==> src/design/rfc_pkg.sv <==
`default_nettype none

package rfc_pkg;

	// CRC-16 generator, bits enter least significant first
	localparam logic [15:0] CRC_POLY  = 16'h8005;
	// status byte value that means success
	localparam logic [7:0]  STATUS_OK = 8'h00;
	// shortest frame: count, status, two CRC bytes
	localparam logic [7:0]  MIN_FRAME = 8'd4;

	// verdict codes
	localparam logic [1:0] VERDICT_OK      = 2'd0;
	localparam logic [1:0] VERDICT_LENGTH  = 2'd1;
	localparam logic [1:0] VERDICT_CRC     = 2'd2;
	localparam logic [1:0] VERDICT_STATUS  = 2'd3;

	typedef struct packed {
		logic [7:0] rx_byte;
		logic       first_of_frame;
	} in_t;

	typedef struct packed {
		logic [1:0]  verdict;
		logic [7:0]  status_byte;
		logic [15:0] computed_crc;
	} out_t;

	// one byte into the CRC, unrolled over its eight bits
	function automatic logic [15:0] crc_add_byte(input logic [15:0] crc_in,
		input logic [7:0] b);
		logic [15:0] crc;
		logic        top;
		crc = crc_in;
		for (int i = 0; i < 8; i++) begin
			top = crc[15];
			crc = {crc[14:0], 1'b0};
			if (b[i] != top) begin
				crc = crc ^ CRC_POLY;
			end
		end
		return crc;
	endfunction

endpackage

`default_nettype wire

==> src/design/rfc_frame_state.sv <==
`default_nettype none

module rfc_frame_state (
	input  wire logic         clk,
	input  wire logic         arst_n,
	input  wire logic         step,
	input  wire rfc_pkg::in_t item,
	input  wire logic [7:0]   expected_count,
	output logic              result_valid,
	output rfc_pkg::out_t     result
);

	logic        active_q;
	logic [7:0]  pos_q;
	logic [15:0] crc_q;
	logic        len_ok_q;
	logic [7:0]  status_q;
	logic        crc_low_ok_q;

	logic [7:0]  len_eff;
	logic [7:0]  len_m2;
	logic        active_eff;
	logic [7:0]  p;
	logic [15:0] crc_cur;
	logic        len_ok_cur;
	logic [7:0]  status_cur;
	logic        crc_low_cur;
	logic        len_ok_new;
	logic [7:0]  status_new;
	logic [15:0] crc_new;
	logic        crc_low_new;
	logic        is_last;
	logic        crc_ok;
	logic [1:0]  verdict;

	// short length settings act as the minimum frame
	assign len_eff = (expected_count < rfc_pkg::MIN_FRAME) ? rfc_pkg::MIN_FRAME
		: expected_count;
	assign len_m2  = len_eff - 8'd2;

	// a frame start mark drops whatever frame was open
	assign active_eff  = item.first_of_frame | active_q;
	assign p           = item.first_of_frame ? 8'd0 : pos_q;
	assign crc_cur     = item.first_of_frame ? 16'd0 : crc_q;
	assign len_ok_cur  = item.first_of_frame ? 1'b0 : len_ok_q;
	assign status_cur  = item.first_of_frame ? 8'd0 : status_q;
	assign crc_low_cur = item.first_of_frame ? 1'b0 : crc_low_ok_q;

	// per-position field capture
	assign len_ok_new = (p == 8'd0) ? (item.rx_byte == len_eff) : len_ok_cur;
	assign status_new = (p == 8'd1) ? item.rx_byte : status_cur;

	// CRC body, low CRC byte, then the closing byte
	always_comb begin
		crc_new     = crc_cur;
		crc_low_new = crc_low_cur;
		is_last     = 1'b0;
		if (p < len_m2) begin
			crc_new = rfc_pkg::crc_add_byte(crc_cur, item.rx_byte);
		end else if (p == len_m2) begin
			crc_low_new = (item.rx_byte == crc_cur[7:0]);
		end else begin
			is_last = 1'b1;
		end
	end

	assign crc_ok = crc_low_cur & (item.rx_byte == crc_cur[15:8]);

	// verdict priority: length, CRC, then status (checked for minimum-length frames only)
	always_comb begin
		priority if (!len_ok_new) begin
			verdict = rfc_pkg::VERDICT_LENGTH;
		end else if (!crc_ok) begin
			verdict = rfc_pkg::VERDICT_CRC;
		end else if ((len_eff == rfc_pkg::MIN_FRAME) &&
			(status_new != rfc_pkg::STATUS_OK)) begin
			verdict = rfc_pkg::VERDICT_STATUS;
		end else begin
			verdict = rfc_pkg::VERDICT_OK;
		end
	end

	assign result_valid        = active_eff & is_last;
	assign result.verdict      = verdict;
	assign result.status_byte  = status_new;
	assign result.computed_crc = crc_cur;

	// frame state update
	always_ff @(posedge clk or negedge arst_n) begin
		if (!arst_n) begin
			active_q     <= 1'b0;
			pos_q        <= 8'd0;
			crc_q        <= 16'd0;
			len_ok_q     <= 1'b0;
			status_q     <= 8'd0;
			crc_low_ok_q <= 1'b0;
		end else if (step && active_eff) begin
			crc_q        <= crc_new;
			len_ok_q     <= len_ok_new;
			status_q     <= status_new;
			crc_low_ok_q <= crc_low_new;
			if (is_last) begin
				active_q <= 1'b0;
				pos_q    <= 8'd0;
			end else begin
				active_q <= 1'b1;
				pos_q    <= p + 8'd1;
			end
		end
	end

	// closed frame always parks at position zero
	a_idle_pos: assert property (@(posedge clk) disable iff (!arst_n)
		!active_q |-> (pos_q == 8'd0))
		else $error("position nonzero with no frame open");

	// a verdict closes the frame
	a_close: assert property (@(posedge clk) disable iff (!arst_n)
		(step && result_valid) |=> !active_q)
		else $error("frame still open after verdict");

endmodule

`default_nettype wire

==> config.mk <==
export PLATFORM = sky130hd
export DESIGN_NAME = rfc_frame_state
export DESIGN_NICKNAME = d
export VERILOG_FILES = /design/src/design/rfc_pkg.sv /design/src/design/rfc_frame_state.sv
export SDC_FILE = /design/constraint.sdc
export NUM_CORES = 1
export LEC_CHECK = 0
export BUFFER_PORTS_ARGS = -buffer_cell sky130_fd_sc_hd__buf_2
export CAP_MARGIN = 40
export CORE_AREA = 4 4 76 78
export DETAILED_ROUTE_END_ITERATION = 10
export DIE_AREA = 0 0 80 82
export PLACE_DENSITY = 0.78
export SLEW_MARGIN = 10
export SYNTH_ARGS = -nofsm -noshare
export SYNTH_HDL_FRONTEND = slang
export SYNTH_SLANG_ARGS = --single-unit
==> constraint.sdc <==
create_clock -name clk -period 4.22 [get_ports clk]
set_input_delay 0.422 -clock clk [delete_from_list [all_inputs] [get_ports clk]]
set_output_delay 0.422 -clock clk [all_outputs]
set_load 0.01 [all_outputs]
==> parameters.txt <==
Parameter                              Value

Pwr
  Part of the power in combinational logic    0.439
  Switching power    565 uW
  Design internal power    about 950 uW
  Clk pwr share    0.195
  Leakage power summed over all cells    1.47 nW
  Peak supply drop    0.000343 V
  Areal power density over the cells    465 nW/um2
  Share of total power consumed by net switching    0.373
  Proportion of power drawn by flip-flops and latches    0.366
  Overall power    1.52 mW

Placed design
  Placement Setup Slack    615 ps
  Routability cong.    0.853
  Buffers on Ports    46
  Sum of net half-perimeters after detailed placement    5070 um

Critical path
  Crit path capture type    output pin
  Crit-path cells    buf_2, nor4_1, nand2_1, o21ai_1, ha_1, nand2_1, xor2_1, ha_1, a21oi_1, nor2b_1, o21ai_0, nand2b_1, o21a_1, o21a_1, buf_2
  Category of the most critical setup path    primary input to output pin
  Crit-path max FO    4
  Data arrival, critical path    3240 ps
  Crit path required time    3800 ps
  Startpoint Class    primary input
  Delay of the slowest cell on the worst path    ~470 ps
  Slowest cell on the critical path    sky130_fd_sc_hd__nor4_1

Hold path
  Hold crit path type    primary input to flip-flop

Clocking
  Number of gates resized after cts    0
  Sink Count    35
  CTS root buf    sky130_fd_sc_hd__clkbuf_8
  Cts bufs inserted    5
  Clock tree from TritonCTS    built
  Insertion delay of the later-clocked pin in the worst-skew pair    290 ps
  Maximum clock path buffer count    2
  Number of setup buffers added after CTS    0
  Number of H-tree levels    2
  Clock-pin slew on the worst setup and hold paths    around 70 ps

Detailed routing
  Drt drc    0
  Via count    between 2000 and 2500
  Violation count after the first detailed-routing iteration    146
  Wire per inst    approximately 16 um
  Count of antenna-violating nets left after detailed routing    0
  Via count normalized by instance count    between 5 and 6
  DR pass1 iterations    5
  Routed wire length    about 6900 um

Layout
  P&R area growth vs syn    13.8%
  Most common cell after layout, fill and taps aside    sky130_fd_sc_hd__buf_2
  Post-layout net count    385
  Number of diodes    0
  Layout cell share with drive strength beyond 1    0.218
  Share of the core filled with cells    0.643
  Final-layout fill cell count    465
  Most frequent cells in the layout    46 x sky130_fd_sc_hd__buf_2, 37 x sky130_fd_sc_hd__xnor2_1, 35 x sky130_fd_sc_hd__dfrtp_1

Timing
  Post-layout minimum cycle time    3660 ps
  Hold Worst Slack    between 300 and 400 ps
  Fin crit share    0.867
  Number of pins with negative max-slew slack in the final report    0
  Worst slew margin relative to its limit    0.424
  Max Clock Freq    273 MHz
  Final critical-path setup slack    562 ps
  Setup repair after global routing missed its margin    false
  Post-Route Skew    between 10 and 15 ps
  Actual transition at the worst max-transition pin    865 ps
  Final count of hold timing violations    0
  Aggregate negative setup slack    0 ps
  Endpoints failing setup    0

Floorplan
  Io pins    47
  Die width    80 um
  Area inside the core boundary    5070 um2
  Die height    82 um
  Initial standard-cell utilization of the core    0.565
  Die footprint    6560 um2
  Placement row count    26

Logic synthesis
  Post-Syn Nets    ~350
  Fraction of registers with async set/reset    1.00
  Main flop type after synthesis    sky130_fd_sc_hd__dfrtp_1
  Seq/Total Area, Yosys    0.306
  Netlist Area Pre-Place    2870 um2
  Warnings, synthesis    0
  Post-Synthesis Cells    314
  Library cells used by synthesis    49
  Mean cell area of the mapped netlist    9.13 um2
  Post-synthesis sequential element count    35
  EDFF count, synth    0

GRT
  Vias in the first global route    2350
  GRT Residual Overflow    0
  Antenna violations before repair    0
  Global-route wire length before repair    11400 um
  Pin count of the biggest net entering global routing    42
  Gr usage total    0.223

Flow run
  Max capacitance violation total    0

Outcome
  Run status    finished clean
[sequential cells by signal, summed over array words and instances, names as in the netlist]
name          cells
crc_q            16
len_ok_q          1
crc_low_ok_q      1
pos_q             8
status_q          8
active_q          1
[power groups by stage]
stage                     sequential (mW)  combinational, mW  clock, mW
after global placement              0.554              0.652          0
after detailed placement            0.558              0.665          0
after floorplan                     0.522              0.529          0
after CTS                           0.553              0.669      0.299
after global routing                0.574              0.738      0.314
final                               0.555              0.665      0.296
[layout make-up]
type	instances	area, um2	area share
Timing Repair Buffer	53	298	0.0913
Clock buffer	6	72.6	0.0222
Sequential cell	35	876	0.269
Inverter	7	26.3	0.00806
Multi-Input combinational cell	251	1870	0.574
Tap cell	70	87.6	0.0269
Clock inverter	1	30.0	0.00921
[metrics by stage]
step | std cells | instance area [um2]
2_1_floorplan | 314 | 2870
3_3_place_gp | 414 | 3130
3_5_place_dp | 414 | 3130
4_1_cts | 421 | 3230
5_1_grt | 423 | 3260
6_report | 423 | 3260
[worst max-delay path: cells and delay by family]
family                     cells  cell delay, ps
and+or+nand+nor                5             970
adders and majority gates      2             540
xor gates and xnor gates       1             140
buffers and inverters          2             260
AOI/OAI and AO/OA              5             910
[metal layers]
| layer | part of all wire | track usage | vias to the layer above |
|---|---|---|---|
| li1 | - | - | 1195 |
| met1 | 0.47 | 0.300 | 1228 |
| met2 | 0.47 | 0.377 | 58 |
| met3 | 0.049 | 0.0395 | 8 |
| met4 | 0.012 | 0.0524 | 0 |
| met5 | 0 | 0 | - |
[final timing paths]
check / startpoint / end / slack [ps] / cells after the start
worst max-delay path: expected_count[5] / result_valid / 560 / 15
worst min-delay path: step / active_q$_DFFE_PN0P_ / 330 / 2
worst max register to register: pos_q[5]$_DFFE_PN0P_ / pos_q[6]$_DFFE_PN0P_ / 1860 / 10
worst min register to register: crc_low_ok_q$_DFFE_PN0P_ / crc_low_ok_q$_DFFE_PN0P_ / 500 / 2
max in group asynchronous: arst_n / crc_q[6]$_DFFE_PN0P_ / 3340 / 3
min in group asynchronous: arst_n / pos_q[6]$_DFFE_PN0P_ / 480 / 2
[cells in the mapped netlist (2+ instances only)]
library cell	number	share of area
sky130_fd_sc_hd__xnor2_1	37	0.11
sky130_fd_sc_hd__dfrtp_1	35	0.31
sky130_fd_sc_hd__nor2b_1	24	0.052
sky130_fd_sc_hd__a22o_1	18	0.055
sky130_fd_sc_hd__nand2_1	18	0.024
sky130_fd_sc_hd__nor2_1	16	0.021
sky130_fd_sc_hd__xor2_1	15	0.046
sky130_fd_sc_hd__ha_1	12	0.052
sky130_fd_sc_hd__clkbuf_1	11	0.014
sky130_fd_sc_hd__o21ai_1	9	0.016
sky130_fd_sc_hd__buf_2	8	0.014
sky130_fd_sc_hd__mux2_2	8	0.031
sky130_fd_sc_hd__nand3_1	8	0.014
sky130_fd_sc_hd__nor4_1	8	0.017
sky130_fd_sc_hd__o21ai_0	8	0.014
sky130_fd_sc_hd__a21oi_1	7	0.012
sky130_fd_sc_hd__inv_1	7	0.0092
sky130_fd_sc_hd__a22oi_1	6	0.016
sky130_fd_sc_hd__o31ai_1	6	0.016
sky130_fd_sc_hd__nand2b_1	5	0.011
sky130_fd_sc_hd__nand4_1	5	0.011
sky130_fd_sc_hd__a31oi_1	4	0.0087
sky130_fd_sc_hd__nor3_1	4	0.0070
sky130_fd_sc_hd__o21a_1	4	0.010
sky130_fd_sc_hd__nor4bb_1	3	0.010
sky130_fd_sc_hd__a211o_1	2	0.0061
sky130_fd_sc_hd__nor2b_4	2	0.0096
sky130_fd_sc_hd__nor3b_1	2	0.0052
sky130_fd_sc_hd__xnor3_1	2	0.016
[kinds of logic after synthesis]
logic type / share of synthesized area
simple gates: 0.210
compound gates: 0.175
xor+xnor: 0.180
flops: 0.306
buf+inv: 0.0428
fa+ha+maj: 0.0524
mux: 0.0349
[what timing repair did]
item	CTS	global route
hold endpoints to repair	0	3
endpoints found under the setup margin	0	0
hold buffers	0	1
Power figures use the tool's default switching activity.
